$ cat config.mk
export PLATFORM = sky130hd
export DESIGN_NAME = segment_run_length_encoder
export DESIGN_NICKNAME = d
export VERILOG_FILES = /design/src/rtl/core/srle_pkg.sv /design/src/rtl/core/srle_encode.sv /design/src/rtl/core/srle_token_queue.sv /design/src/rtl/core/segment_run_length_encoder.sv
export SDC_FILE = /design/constraint.sdc
export NUM_CORES = 1
export LEC_CHECK = 0
export BUFFER_PORTS_ARGS = -buffer_cell sky130_fd_sc_hd__buf_2
export CAP_MARGIN = 40
export CORE_MARGIN = 3
export CORE_UTILIZATION = 51
export DETAILED_ROUTE_END_ITERATION = 10
export GPL_TIMING_DRIVEN = 1
export PLACE_DENSITY = 0.73
export SLEW_MARGIN = 20
export SYNTH_ARGS = -nofsm -noshare
export SYNTH_HDL_FRONTEND = slang
export SYNTH_HIERARCHICAL = 1
export SYNTH_SLANG_ARGS = --single-unit
$ cat constraint.sdc
create_clock -name clk -period 12.2 [get_ports clk]
set_input_delay 1.22 -clock clk [delete_from_list [all_inputs] [get_ports clk]]
set_output_delay 1.22 -clock clk [all_outputs]
set_load 0.05 [all_outputs]
$ cat src/rtl/core/srle_pkg.sv
package srle_pkg;

  // One input request: a channel sample and its segment markers.
  typedef struct packed {
    logic [7:0] sample_value;
    logic       first_sample;
    logic       last_sample;
  } sample_t;

  // Token kinds.
  localparam logic KIND_LITERAL = 1'b0;
  localparam logic KIND_REPEAT  = 1'b1;

  // One result request: a literal stretch or a repeat run.
  typedef struct packed {
    logic        token_kind;
    logic [9:0]  start_position;
    logic [10:0] sample_count;
    logic [7:0]  run_value;
    logic        last_of_item;
  } token_t;

  // Tokens produced by one sample: zero, one or two.
  typedef struct packed {
    logic [1:0] num_tokens;
    token_t     tok0;
    token_t     tok1;
  } token_pair_t;

  // Run detector states.
  typedef enum logic [2:0] {
    MODE_DATA = 3'b001,
    MODE_TWO  = 3'b010,
    MODE_RUN  = 3'b100
  } detect_mode_t;

  // Output queue geometry.
  localparam int unsigned QUEUE_DEPTH = 4;
  localparam int unsigned QUEUE_AW    = 2;

endpackage

$ cat src/rtl/core/srle_encode.sv
module srle_encode
  import srle_pkg::*;
#(
  parameter int unsigned MAX_SEGMENT_LENGTH = 1024
) (
  input  logic        clk,
  input  logic        rst_n,
  input  logic        advance,
  input  sample_t     sample,
  output token_pair_t tokens
);

  localparam int unsigned PW = $clog2(MAX_SEGMENT_LENGTH + 1);
  localparam logic [PW-1:0] MAX_POS = PW'(MAX_SEGMENT_LENGTH);

  detect_mode_t  mode_r, mode_nxt;
  logic [7:0]    cand_value_r, cand_value_nxt;
  logic [PW-1:0] cand_start_r, cand_start_nxt;
  logic [PW-1:0] lit_start_r, lit_start_nxt;
  logic [PW-1:0] pos_r, pos_nxt;

  logic          mid_valid;
  token_t        mid_tok;
  token_t        flush_tok;
  logic [PW-1:0] flush_len;

  always_comb begin
    mode_nxt       = mode_r;
    cand_value_nxt = cand_value_r;
    cand_start_nxt = cand_start_r;
    lit_start_nxt  = lit_start_r;
    pos_nxt        = pos_r;
    mid_valid      = 1'b0;
    mid_tok        = '0;

    if (sample.first_sample || pos_r == '0) begin
      mode_nxt       = MODE_DATA;
      cand_value_nxt = sample.sample_value;
      cand_start_nxt = '0;
      lit_start_nxt  = '0;
      pos_nxt        = PW'(1);
    end else if (pos_r < MAX_POS) begin
      case (mode_r)
        MODE_DATA: begin
          if (sample.sample_value == cand_value_r) begin
            mode_nxt = MODE_TWO;
          end else begin
            cand_value_nxt = sample.sample_value;
            cand_start_nxt = pos_r;
          end
        end
        MODE_TWO: begin
          if (sample.sample_value == cand_value_r) begin
            mode_nxt = MODE_RUN;
            // The literal stretch ahead of the new run is closed now.
            if (cand_start_r > lit_start_r) begin
              mid_valid              = 1'b1;
              mid_tok.token_kind     = KIND_LITERAL;
              mid_tok.start_position = 10'(lit_start_r);
              mid_tok.sample_count   = 11'(cand_start_r - lit_start_r);
            end
          end else begin
            mode_nxt       = MODE_DATA;
            cand_value_nxt = sample.sample_value;
            cand_start_nxt = pos_r;
          end
        end
        default: begin
          if (sample.sample_value != cand_value_r) begin
            mid_valid              = 1'b1;
            mid_tok.token_kind     = KIND_REPEAT;
            mid_tok.start_position = 10'(cand_start_r);
            mid_tok.sample_count   = 11'(pos_r - cand_start_r);
            mid_tok.run_value      = cand_value_r;
            mode_nxt               = MODE_DATA;
            cand_value_nxt         = sample.sample_value;
            cand_start_nxt         = pos_r;
            lit_start_nxt          = pos_r;
          end
        end
      endcase
      pos_nxt = pos_r + PW'(1);
    end

    // Flush token, built from the state after this sample.
    flush_tok = '0;
    flush_tok.last_of_item = 1'b1;
    if (mode_nxt == MODE_RUN) begin
      flush_len                = pos_nxt - cand_start_nxt;
      flush_tok.token_kind     = KIND_REPEAT;
      flush_tok.start_position = 10'(cand_start_nxt);
      flush_tok.run_value      = cand_value_nxt;
    end else begin
      flush_len                = pos_nxt - lit_start_nxt;
      flush_tok.token_kind     = KIND_LITERAL;
      flush_tok.start_position = 10'(lit_start_nxt);
    end
    flush_tok.sample_count = 11'(flush_len);

    if (sample.last_sample) begin
      mode_nxt = MODE_DATA;
      pos_nxt  = '0;
    end

    tokens = '0;
    if (mid_valid) begin
      tokens.tok0              = mid_tok;
      tokens.tok0.last_of_item = !sample.last_sample;
      tokens.tok1              = flush_tok;
      tokens.num_tokens        = sample.last_sample ? 2'd2 : 2'd1;
    end else begin
      tokens.tok0       = flush_tok;
      tokens.num_tokens = sample.last_sample ? 2'd1 : 2'd0;
    end
    if (!advance) begin
      tokens.num_tokens = 2'd0;
    end
  end

  always_ff @(posedge clk) begin
    if (!rst_n) begin
      mode_r       <= MODE_DATA;
      cand_value_r <= '0;
      cand_start_r <= '0;
      lit_start_r  <= '0;
      pos_r        <= '0;
    end else if (advance) begin
      mode_r       <= mode_nxt;
      cand_value_r <= cand_value_nxt;
      cand_start_r <= cand_start_nxt;
      lit_start_r  <= lit_start_nxt;
      pos_r        <= pos_nxt;
    end
  end

endmodule

$ cat src/rtl/core/srle_token_queue.sv
module srle_token_queue
  import srle_pkg::*;
(
  input  logic        clk,
  input  logic        rst_n,
  input  token_pair_t push,
  output logic        room_for_two,
  output logic        out_valid,
  input  logic        out_stall,
  output token_t      out_data
);

  token_t              entry_r [QUEUE_DEPTH];
  logic [QUEUE_AW-1:0] wr_ptr_r, wr_ptr_nxt;
  logic [QUEUE_AW-1:0] rd_ptr_r, rd_ptr_nxt;
  logic [QUEUE_AW:0]   count_r, count_nxt;
  logic                pop;

  assign out_valid    = (count_r != '0);
  assign out_data     = entry_r[rd_ptr_r];
  assign pop          = out_valid && !out_stall;
  assign room_for_two = (count_r <= (QUEUE_AW + 1)'(QUEUE_DEPTH - 2));

  always_comb begin
    wr_ptr_nxt = wr_ptr_r + QUEUE_AW'(push.num_tokens);
    rd_ptr_nxt = rd_ptr_r + QUEUE_AW'(pop);
    count_nxt  = count_r + (QUEUE_AW + 1)'(push.num_tokens) - (QUEUE_AW + 1)'(pop);
  end

  always_ff @(posedge clk) begin
    if (push.num_tokens != 2'd0) begin
      entry_r[wr_ptr_r] <= push.tok0;
    end
    if (push.num_tokens == 2'd2) begin
      entry_r[wr_ptr_r + QUEUE_AW'(1)] <= push.tok1;
    end
  end

  always_ff @(posedge clk) begin
    if (!rst_n) begin
      wr_ptr_r <= '0;
      rd_ptr_r <= '0;
      count_r  <= '0;
    end else begin
      wr_ptr_r <= wr_ptr_nxt;
      rd_ptr_r <= rd_ptr_nxt;
      count_r  <= count_nxt;
    end
  end

endmodule

$ cat src/rtl/core/segment_run_length_encoder.sv
// Segment run-length encoder with a minimum run of three samples.
//
// Input channel (in_valid / in_stall / in_data): one channel byte per request,
// with flags that mark the first and the last sample of a segment. A request
// is taken at a rising edge where in_valid is high and in_stall is low.
// Output channel (out_valid / out_stall / out_data): literal and repeat tokens
// in segment order. A sample gives zero, one or two tokens; last_of_item marks
// the final token that a sample produced.
//
// A token reaches the output through the input register, which holds the sample
// that caused it, and then through the token queue.
// Throughput: one sample per cycle while the queue has room. The input register
// is processed only when the four-entry token queue has room for two tokens, so
// the extra token of a two-token sample is absorbed by the queue while samples
// keep flowing.
//
// Reset (synchronous, active low) closes any open segment, empties the queue
// and marks the input register empty. When the receiver stalls, the queue fills,
// in_stall rises, and the waiting token holds steady on out_data.
module segment_run_length_encoder
  import srle_pkg::*;
#(
  parameter int unsigned MAX_SEGMENT_LENGTH = 1024
) (
  input  logic    clk,
  input  logic    rst_n,
  input  logic    in_valid,
  output logic    in_stall,
  input  sample_t in_data,
  output logic    out_valid,
  input  logic    out_stall,
  output token_t  out_data
);

  logic        s1_valid_r;
  sample_t     s1_data_r;
  logic        room_for_two;
  logic        advance;
  token_pair_t tokens;

  // The held sample is encoded once the queue can take both possible tokens.
  assign advance  = s1_valid_r && room_for_two;
  assign in_stall = s1_valid_r && !room_for_two;

  always_ff @(posedge clk) begin
    if (!rst_n) begin
      s1_valid_r <= 1'b0;
    end else if (!in_stall) begin
      s1_valid_r <= in_valid;
    end
  end

  always_ff @(posedge clk) begin
    if (in_valid && !in_stall) begin
      s1_data_r <= in_data;
    end
  end

  srle_encode #(
    .MAX_SEGMENT_LENGTH(MAX_SEGMENT_LENGTH)
  ) u_encode (
    .clk    (clk),
    .rst_n  (rst_n),
    .advance(advance),
    .sample (s1_data_r),
    .tokens (tokens)
  );

  srle_token_queue u_queue (
    .clk         (clk),
    .rst_n       (rst_n),
    .push        (tokens),
    .room_for_two(room_for_two),
    .out_valid   (out_valid),
    .out_stall   (out_stall),
    .out_data    (out_data)
  );

endmodule

* Yosys cells after proc, flatten, opt, wreduce, memory -nomap -nowiden
Memory sizes are Yosys's and may differ from the RTL's. A register that Yosys moved wholly into a read port is not among the register bits.
Cells that the tools add are included.
** Operators by class
- Add/subtract/negate cells :: 10
- Magnitude comparators :: 3
- Equal/unequal tests :: 6
- Muxes and demuxes :: 50
- Reduce and logical (&&, ||, !) cells :: 13
** Operator list (count)
- two-way mux 11 bit :: 14
- two-way mux 30 bit :: 3
- two-way mux 8 bit :: 7
- case mux 22 bit (2 select lines) :: 1
- subtractor 11 bit :: 4
- two-way mux 33 bit :: 1
- two-way mux 31 bit :: 1
- two-way mux 22 bit :: 1
- two-way mux 21 bit :: 1
- two-way mux 3 bit :: 6
- adder 11 x 1 -> 11 bit (second input constant) :: 1
- greater-than comparator 11 bit :: 1
- zero test 11 bit :: 1
- < comparator 11 bit (second input constant) :: 1
- two-way mux 1 bit :: 10
- == test 8 bit :: 1
- != test 8 bit :: 1
- two-way mux 2 bit :: 3
- case mux 3 bit (2 select lines) :: 1
- logical AND 1 bit :: 4
- zero test 1 bit :: 4
- adder 3 x 2 -> 3 bit :: 1
- == test 3 x 1 -> 1 bit (second input constant) :: 1
- == test 3 x 2 -> 1 bit (second input constant) :: 1
- 12 further kinds :: 12
** Word-level totals
- Flip-flop bits (word level) :: 62
- RAM bits :: 124
- Input bits :: 14
- Output and inout bits :: 33
- Word-level logic and storage cells :: 95
- Memories kept :: 1
** Memories
- u_queue.entry_r :: depth 4, bits a word 31, read ports 1, clocked after Yosys merged registers in 1, wr ports 2, line srle_token_queue.sv:13 : token_t entry_r [QUEUE_DEPTH];

* Longest topological paths before layout
Gate-level depths: netlist of the first run.
- Depth in word-level cells :: 12
- Depth in mapped cells :: 22
- Depth with buffers taken out :: 20

* Hierarchy
The synthesis of the first run kept the hierarchy.
** By module, submodules not included
- srle_token_queue :: instances 1, cells an instance 348, area an instance 6397.4 µm², seq. area each 3863.7 µm²
- srle_encode :: instances 1, cells an instance 614, area an instance 4506.8 µm², seq. area each 880.8 µm²
- segment_run_length_encoder :: instances 1, cells an instance 15, area an instance 354.1 µm², seq. area each 320.3 µm²

* Least setup slack after synthesis of the first run
Ideal clock, no wire load.
- Path type :: register to register
- Start point :: reg u_encode.pos_r[0]
- End point :: mem u_queue/entry_r[0][0] (netlist bit), enable pin
- Arrival time :: 5.260 ns
- Setup slack :: 6.474 ns
- Stages on the path, launching flop included :: 16
- Cells stage by stage :: dfxtp_1 -> clkbuf_1 -> inv_1 -> ha_1 -> nor2b_1 -> a41oi_4 -> nand2_1 -> a2111o_4 -> and2_4 -> buf_6 -> inv_2 -> buf_2 -> ha_1 -> and2_1 -> nor2_1 -> o31ai_1
** RTL lines
- start, declared :: line srle_encode.sv:20 : logic [PW-1:0] pos_r, pos_nxt;
- start signal, assigned :: line srle_encode.sv:132 : pos_r <= pos_nxt;
- end, declared :: line srle_token_queue.sv:13

==> out/results.txt, run 1 <==
status -> finished, final reports clean
top cell type's share of synthesized area -> 0.357
filler cell count -> 1729
arrival time at the worst endpoint -> 6040 ps
type of destination of the critical path -> register
Max Cap Viol -> 0
Final Slew Violations -> 0
Post-CTS Resized -> 0
Post-CTS Setup Inserts -> 0
Die Span Y -> 155 um
Pwr Density -> 135 nW/um^2
most frequent cells in the layout -> edfxtp_1 (134), mux2_2 (120), nor2_1 (69), nor2b_1 (52), nand2_1 (52)
most common cell after layout, fill and taps aside -> edfxtp_1
Worst Path Required -> 12390 ps
post-synth design cell area -> 11300 sq um
Slew Limit Headroom -> 0.413
Peak VDD IR -> 0.0956 mV
CP max FO -> 27
slowest cell delay on critical path -> 730 ps
CTS tree -> yes
Setup TNS -> 0 ps
Gate Count Post-Synth -> 977
main area contributors after synthesis -> edfxtp_1 (36%), mux2_2 (12%), dfxtp_1 (9.2%), mux4_2 (6.2%), ha_1 (4.1%)
drt initial violations -> 859
Reg clk slew, reported paths -> 70 ps
initial antenna violation count -> 0
Placeable Area -> 21400 sq um
DP Cell Count -> 1254
worst reg2reg setup slack -> 6350 ps
htree depth -> 4
CP bufs+invs -> 3
Setup violations, final -> 0
Ant. Diodes -> 0
largest net degree at the start of global routing -> 53
Worst Max-Slew Pin Slew -> 880 ps
syn_area_per_cell -> 11.5 sq um
WHS -> 502 ps
Tot Pwr -> 1.69 mW
vias per cell -> 6.19
FF+latch count, synth -> 186
crit path launch type -> register
global-route wire length before repair -> 43800 um
Clock Tree Buf Depth -> 2
CTS hold repair buffers -> 0
Syn. warnings -> 6
register area -> 5070 sq um
final period utilization -> 0.480
Die Wd -> 155 um
final hold viol count -> 0
Final ANT Viol Nets -> 0
multi-input logic area -> 5780 sq um
Top FF cell, synth -> edfxtp_1
Synth Net Count -> 1032
clock latency on the worst-skew pair -> 440 ps
routed wire length -> 28000 um
worst min path class -> register to register
num rows -> 53
via count -> 7980
Initial Utilization -> 0.527
gr ovfl total -> 0
Max Clk Rate -> 171 MHz
worst path cell trace -> inv_1 > ha_1 > nor2b_1 > a41oi_4 > nand2_1 > a2111o_4 > and2_4 > inv_2 > ha_1 > and2_1 > nand2b_2 > nor3b_4 > buf_4 > mux2_2
cell mode on critical path -> ha_1
kind of cell adding the most delay to the critical path -> simple AND/OR/NAND/NOR gates
Worst path slowest cell -> nor3b_4
Layout Cells excl Fill -> 1290
routed wire length per instance -> 21.7 um
static leakage -> 4.46 nW
All-Layer GR Usage -> 0.234
post-synth top area cell -> edfxtp_1
crit path kind -> register to register
CTS Buf Count -> 17
fin util -> 0.584
RSZ-0062 raised after global routing -> no
Final GP Congestion -> 0.984
area delta synth->final -> 10.8%
layout net count -> 1057
DRT Pass-1 Iters -> 6
register area share after synthesis -> 0.450
Remaining DRCs -> 0
synth unique cells -> 71
CTS sink cnt -> 186
hpwl dp -> 19400 um
ys async rst share -> 0
minimum clock period -> 5850 ps
Die ar. -> 23900 sq um
layout cells sized above 1 -> 0.276
Post-synth EDFFs -> 134
number of global-route vias before repair -> 7781
Root Buffer -> clkbuf_16
Final Skew -> 10.8 ps
I/O Buffers -> 46
Ports -> 47
-- synthesized netlist by cell type, types with 2 or more instances --
cell type,count
ha_1,37
xor2_1,27
nor4_2,2
clkbuf_1,27
nand3b_1,2
a21oi_1,34
mux4_2,31
nor2_1,71
a31oi_1,4
fa_1,4
and3_1,7
mux2_1,4
a22oi_1,35
o22ai_1,15
nand2_1,52
xnor2_1,19
buf_4,9
o21ai_0,42
or3_1,5
nor3_1,13
nand3_1,5
a211o_1,3
and2_1,14
o221a_2,9
nand4_1,7
dfxtp_1,52
o211ai_1,3
a21boi_0,11
o21bai_1,3
nor2b_1,53
o21a_1,4
buf_6,4
mux2_2,120
inv_1,40
edfxtp_1,134
a21o_1,6
nand2b_1,10
o31ai_1,3
mux2i_1,5
buf_2,17
o2bb2ai_1,2
o21ai_1,3
-- worst register-to-register path: cells and delay by family (launching register included) --
kind            cells  cell delay (ps)
compound gates      2             1140
fa+ha+maj           2              520
buf+inv             3              920
flops               1              490
mux                 1              390
simple gates        6             2160
-- registers in the layout, indices dropped and copies added, names as in the netlist --
name / flops
u_queue/wr_ptr_r: 2
s1_data_r: 10
u_queue/count_r: 3
u_queue/rd_ptr_r: 2
u_encode/lit_start_r: 11
u_encode/cand_value_r: 8
s1_valid_r: 1
u_encode/cand_start_r: 11
u_queue/entry_r: 124
u_encode/mode_r: 3
u_encode/pos_r: 11
-- cell type report --
cell class                 count  area share
clock buffer                  17      0.0341
clock inverter                15      0.0183
multi-input combinational    691       0.464
timing repair buffer          65      0.0379
sequential                   186       0.406
inverter                      41      0.0123
tap                          275      0.0276
-- per-stage QoR --
step | cell area (sq um) | worst slack, ps
after floorplan | 11300 | 6470
final | 12500 | 6350
after global routing | 12500 | 6000
after detailed placement | 11800 | 6410
after global placement | 11600 | 6410
after CTS | 12400 | 6390
-- logic make-up (layout without fill, tap and decap cells) --
logic type      count (synthesis)  count (layout)  share of synthesized area
xor+xnor                       46              46                     0.0358
compound gates                189             189                      0.116
mux                           160             160                      0.190
fa+ha+maj                      41              41                     0.0482
buf+inv                       100             138                     0.0410
simple gates                  255             255                      0.119
flops                         186             186                      0.450
-- per-layer routing --
| layer | global-route usage | vias to the layer above | wire length, um |
|---|---|---|---|
| met1 | 0.346 | 3919 | 12900 |
| li1 | - | 3696 | - |
| met3 | 0.0464 | 36 | 1860 |
| met2 | 0.360 | 329 | 12900 |
| met4 | 0.0551 | 0 | 381 |
| met5 | 0 | - | 0 |
-- power breakdown --
group          leakage, nW  internal (mW)  switching, mW
clock network        0.312          0.336          0.275
registers             1.72          0.696         0.0171
logic                 2.43          0.124          0.242
-- final timing paths --
path / start / endpoint / cells past startpoint
hold / removal: u_encode/lit_start_r[10] / u_encode/lit_start_r[10] / 1
setup reg to reg: u_encode/pos_r[0] / u_queue/entry_r[2][8] / 14
hold reg to reg: u_encode/lit_start_r[10] / u_encode/lit_start_r[10] / 1
setup / recovery: u_encode/pos_r[0] / u_queue/entry_r[2][8] / 14
(Power assumes the default switching activity.)
==> run 2: changes to the inputs <==
==> constraint.sdc (replaced) <==
create_clock -name clk -period 5.9 [get_ports clk]
set_input_delay 0.59 -clock clk [delete_from_list [all_inputs] [get_ports clk]]
set_output_delay 0.59 -clock clk [all_outputs]
set_load 0.05 [all_outputs]
==> out/results.txt, run 2 (synthesized netlist as in run 1, its figures left out) <==
Internal Pwr Total -> 2.29 mW
Clock Power Share -> 0.339
Root Buffer -> clkbuf_16
Max Clk Rate -> 185 MHz
Final GP Congestion -> 0.901
worst reg2reg setup slack -> 490 ps
Ant. Diodes -> 0
Sequential Power Share -> 0.440
most common cell after layout, fill and taps aside -> edfxtp_1
Worst path slowest cell -> o41ai_1
CTS tree -> yes
hpwl dp -> 18900 um
crit path kind -> register to register
Clock Tree Buf Depth -> 2
Die Span Y -> 155 um
Final ANT Viol Nets -> 0
Final Skew -> 14.3 ps
Placeable Area -> 21400 sq um
sw frac -> 0.317
worst min path class -> primary input to register
fin area -> 12400 sq um
CP bufs+invs -> 1
vias per cell -> 6.10
worst path cell trace -> inv_1 > ha_1 > nor2b_1 > a41oi_4 > a32oi_2 > o221a_2 > o21ai_1 > ha_1 > nor2b_1 > o21ai_0 > a21oi_1 > o41ai_1 > nor3_1 > a311oi_1 > nand2b_1 > o211ai_1 > mux2_2
Biggest register -> u_queue/entry_r
number of global-route vias before repair -> 7698
Remaining DRCs -> 0
Pwr Density -> 270 nW/um^2
Hold Crit Depth -> 1
layout cells sized above 1 -> 0.277
Layout Cells excl Fill -> 1294
Slew Limit Headroom -> 0.395
combinational share of power -> 0.221
gr ovfl total -> 0
Worst Path Required -> 6080 ps
minimum clock period -> 5410 ps
DP Cell Count -> 1260
Reg clk slew, reported paths -> 70 ps
DRT met1 WL -> 12500 um
layout net count -> 1061
final hold viol count -> 0
most frequent cells in the layout -> edfxtp_1 (134), mux2_2 (120), nor2_1 (69), nor2b_1 (52), nand2_1 (52)
static leakage -> 4.44 nW
Placed Area -> 11800 sq um
Setup violations, final -> 0
Post-CTS Resized -> 0
final period utilization -> 0.918
Worst Max-Slew Pin Slew -> 907 ps
Peak VDD IR -> 0.219 mV
Worst Reg-to-Reg Cells -> 17
drt initial violations -> 832
CTS hold repair buffers -> 0
htree depth -> 4
Final Slew Violations -> 0
Hold Path Sink -> s1_data_r[3]
max reg flops -> 124
Max Cap Viol -> 0
global-route wire length before repair -> 42900 um
Die ar. -> 23900 sq um
Top Layer Used -> met4
kind of cell adding the most delay to the critical path -> compound AO/OA/AOI/OAI gates
routed wire length per instance -> 20.7 um
Worst R2R Start -> u_encode/pos_r[0]
status -> finished, final reports clean
crit path launch type -> register
DRT Pass-1 Iters -> 5
Post-CTS Setup Inserts -> 0
area delta synth->final -> 10.1%
All-Layer GR Usage -> 0.227
arrival time at the worst endpoint -> 5590 ps
initial antenna violation count -> 0
CP max FO -> 18
Ports -> 47
RSZ-0062 raised after global routing -> no
largest net degree at the start of global routing -> 53
CTS sink cnt -> 186
Setup TNS -> 0 ps
type of destination of the critical path -> register
wire length on met3 -> 1560 um
CTS Buf Count -> 17
switching power -> 1.06 mW
met2 WL post-DR -> 12400 um
Initial Utilization -> 0.527
num rows -> 53
routed wire length -> 26800 um
I/O Buffers -> 46
clock latency on the worst-skew pair -> 440 ps
Die Wd -> 155 um
slowest cell delay on critical path -> 570 ps
Hold Path Origin -> in_data[3]
RR Endpoint -> u_queue/entry_r[0][18]
via count -> 7892
-- run 2: worst max path at each step --
stage                      start                     end  slack [ps]  cells past startpoint
2_1_floorplan  u_encode/pos_r[0]   u_queue/entry_r[0][0]         170                     15
5_1_grt        u_encode/pos_r[0]  u_queue/entry_r[0][18]         200                     17
4_1_cts        u_encode/pos_r[0]  u_queue/entry_r[0][18]         560                     17
6_report       u_encode/pos_r[0]  u_queue/entry_r[0][18]         490                     17
3_3_place_gp   u_encode/pos_r[0]  u_queue/entry_r[0][18]         520                     17
3_5_place_dp   u_encode/pos_r[0]  u_queue/entry_r[0][18]         610                     17
-- run 2: power by group through the flow --
stage	Sequential, mW	Clock, mW	Combinational [mW]
2_1_floorplan	1.49	0	0.594
3_3_place_gp	1.50	0	0.736
3_5_place_dp	1.50	0	0.743
4_1_cts	1.47	1.16	0.745
5_1_grt	1.48	1.21	0.794
6_report	1.47	1.14	0.739
-- run 2: metal layers --
| layer | track usage | vias up |
|---|---|---|
| li1 | - | 3698 |
| met1 | 0.337 | 3870 |
| met2 | 0.354 | 290 |
| met3 | 0.0305 | 34 |
| met4 | 0.0631 | 0 |
| met5 | 0 | - |
-- run 2: area by class of cell --
cell class	instances	area, sq um
Inverter	41	154
Multi-Input combinational cell	691	5780
Fill cell	1788	8960
Tap cell	275	344
Clock inverter	15	163
Sequential cell	186	5070
Clock buffer	17	425
Timing Repair Buffer	69	460
-- run 2: per-stage QoR --
stage                     power, mW  hold WS (ps)  setup WS, ps   util
after floorplan                2.08           467           174      -
after global placement         2.24           491           516  0.550
after detailed placement       2.24           490           611  0.552
after CTS                      3.37           315           556  0.579
after global routing           3.48           314           203  0.580
final                          3.35           329           486  0.580
==> run 3: changes to the inputs <==
--- a/config.mk
+++ b/config.mk
@@ -5,13 +5,14 @@
 export SDC_FILE = /design/constraint.sdc
 export NUM_CORES = 1
 export LEC_CHECK = 0
-export BUFFER_PORTS_ARGS = -buffer_cell sky130_fd_sc_hd__buf_2
 export CAP_MARGIN = 40
 export CORE_MARGIN = 3
 export CORE_UTILIZATION = 51
 export DETAILED_ROUTE_END_ITERATION = 10
+export DONT_BUFFER_PORTS = 1
 export GPL_TIMING_DRIVEN = 1
-export PLACE_DENSITY = 0.73
+export MAX_ROUTING_LAYER = met4
+export PLACE_DENSITY = 0.71
 export SLEW_MARGIN = 20
 export SYNTH_ARGS = -nofsm -noshare
 export SYNTH_HDL_FRONTEND = slang
==> out/results.txt, run 3 (synthesized netlist as in run 1, its figures left out) <==
CP startpoint -> u_encode/pos_r[0]
RR Endpoint -> u_queue/entry_r[3][18]
CTS sink cnt -> 186
Setup violations, final -> 0
Biggest register -> u_queue/entry_r
Ports -> 47
Final Slew Violations -> 0
Clock Tree Buf Depth -> 2
CTS Buf Count -> 17
Root Buffer -> clkbuf_16
Die ar. -> 23900 sq um
Final ANT Viol Nets -> 0
multi-input logic area -> 5770 sq um
max reg flops -> 124
pre-CTS setup slack -> 811 ps
final hold viol count -> 0
clock latency on the worst-skew pair -> 440 ps
layout net count -> 1018
layout cells sized above 1 -> 0.246
arrival time at the worst endpoint -> 5420 ps
Placed Area -> 11600 sq um
filler cell count -> 1781
register area -> 5070 sq um
htree depth -> 4
final worst slack -> 658 ps
number of global-route vias before repair -> 7548
via count -> 7713
Reg clk slew, reported paths -> 70 ps
worst reg2reg setup slack -> 660 ps
hpwl dp -> 19100 um
Internal Pwr Total -> 2.21 mW
status -> finished, final reports clean
Pwr Density -> 269 nW/um^2
area delta synth->final -> 7.91%
CTS hold repair buffers -> 0
Final Skew -> 12.1 ps
most common cell after layout, fill and taps aside -> edfxtp_1
gr ovfl total -> 0
Max Cap Viol -> 0
final period utilization -> 0.888
fin area -> 12100 sq um
type of destination of the critical path -> register
DRT Pass-1 Iters -> 7
vias per cell -> 6.17
Remaining DRCs -> 0
num rows -> 53
Final GP Congestion -> 0.882
largest net degree at the start of global routing -> 53
CTS tree -> yes
Worst setup endpoint -> u_queue/entry_r[3][18]
worst min path class -> primary input to register
CP max FO -> 18
crit path launch type -> register
Sequential Power Share -> 0.451
Peak VDD IR -> 0.242 mV
RSZ-0062 raised after global routing -> no
Worst Path Required -> 6080 ps
Worst R2R Start -> u_encode/pos_r[0]
routed wire length -> 27300 um
crit path kind -> register to register
most frequent cells in the layout -> edfxtp_1 (134), mux2_2 (120), nor2_1 (69), nor2b_1 (52), nand2_1 (52)
All-Layer GR Usage -> 0.239
Post-CTS Setup Inserts -> 0
Worst Reg-to-Reg Cells -> 17
Die Wd -> 155 um
switching power -> 1.06 mW
Clock Power Share -> 0.339
Worst Max-Slew Pin Slew -> 834 ps
global-route wire length before repair -> 43700 um
I/O Buffers -> 0
static leakage -> 4.26 nW
Die Span Y -> 155 um
combinational share of power -> 0.210
fin util -> 0.569
Slew Limit Headroom -> 0.443
Max Clk Rate -> 191 MHz
minimum clock period -> 5240 ps
sw frac -> 0.325
Initial Utilization -> 0.527
Post-CTS Resized -> 0
Ant. Diodes -> 0
drt initial violations -> 790
Setup TNS -> 0 ps
Placeable Area -> 21400 sq um
initial antenna violation count -> 0
routed wire length per instance -> 21.9 um
-- run 3: worst max-delay path, stage by stage, from the launching register on --
cell and delay, ps:
dfxtp_1 500, inv_1 130, ha_1 210, nor2b_1 160, a41oi_4 470, a32oi_2 460
o221a_2 410, o21ai_1 200, ha_1 300, nor2b_1 130, o21ai_0 240, a21oi_1 140
o41ai_1 590, nor3_1 120, a311oi_1 290, nand2b_1 170, o211ai_1 170, mux2_2 320
-- run 3: power by group through the flow --
stage | Combinational (mW) | Clock (mW) | Sequential, mW
2_1_floorplan | 0.594 | 0 | 1.49
3_3_place_gp | 0.678 | 0 | 1.50
3_5_place_dp | 0.685 | 0 | 1.50
4_1_cts | 0.688 | 1.13 | 1.47
5_1_grt | 0.727 | 1.18 | 1.48
6_report | 0.684 | 1.11 | 1.47
-- run 3: layer usage --
| layer | track usage | vias up | wire, um |
|---|---|---|---|
| li1 | - | 3615 | - |
| met1 | 0.348 | 3814 | 12800 |
| met2 | 0.351 | 256 | 12500 |
| met3 | 0.0383 | 28 | 1610 |
| met4 | 0.0652 | 0 | 438 |
| met5 | - | - | 0 |
-- run 3: layout make-up --
cell class | instances | share of cell area
clock buffers | 18 | 0.0353
clock inverters | 14 | 0.0113
inverters | 41 | 0.0127
multi-input cells | 691 | 0.475
flip-flops and latches | 186 | 0.417
well taps | 275 | 0.0283
repair buffers | 26 | 0.0201
-- run 3: worst min-delay path by stage --
| stage | start | to | slack, ps | depth (start not counted) |
|---|---|---|---|---|
| 2_1_floorplan | u_encode/lit_start_r[10] | u_encode/lit_start_r[10] | 470 | 1 |
| 4_1_cts | in_data[2] | s1_data_r[2] | 230 | 0 |
| 5_1_grt | in_data[4] | s1_data_r[4] | 220 | 0 |
| 3_5_place_dp | u_encode/lit_start_r[10] | u_encode/lit_start_r[10] | 490 | 1 |
| 6_report | in_data[8] | s1_data_r[8] | 250 | 0 |
| 3_3_place_gp | u_encode/lit_start_r[10] | u_encode/lit_start_r[10] | 480 | 1 |
-- run 3: through the flow --
step	hold WS, ps	std cells	power [mW]
after floorplan	467	977	2.08
after global placement	482	1214	2.18
after detailed placement	491	1217	2.19
after CTS	225	1249	3.29
after global routing	224	1251	3.39
final	246	1251	3.27
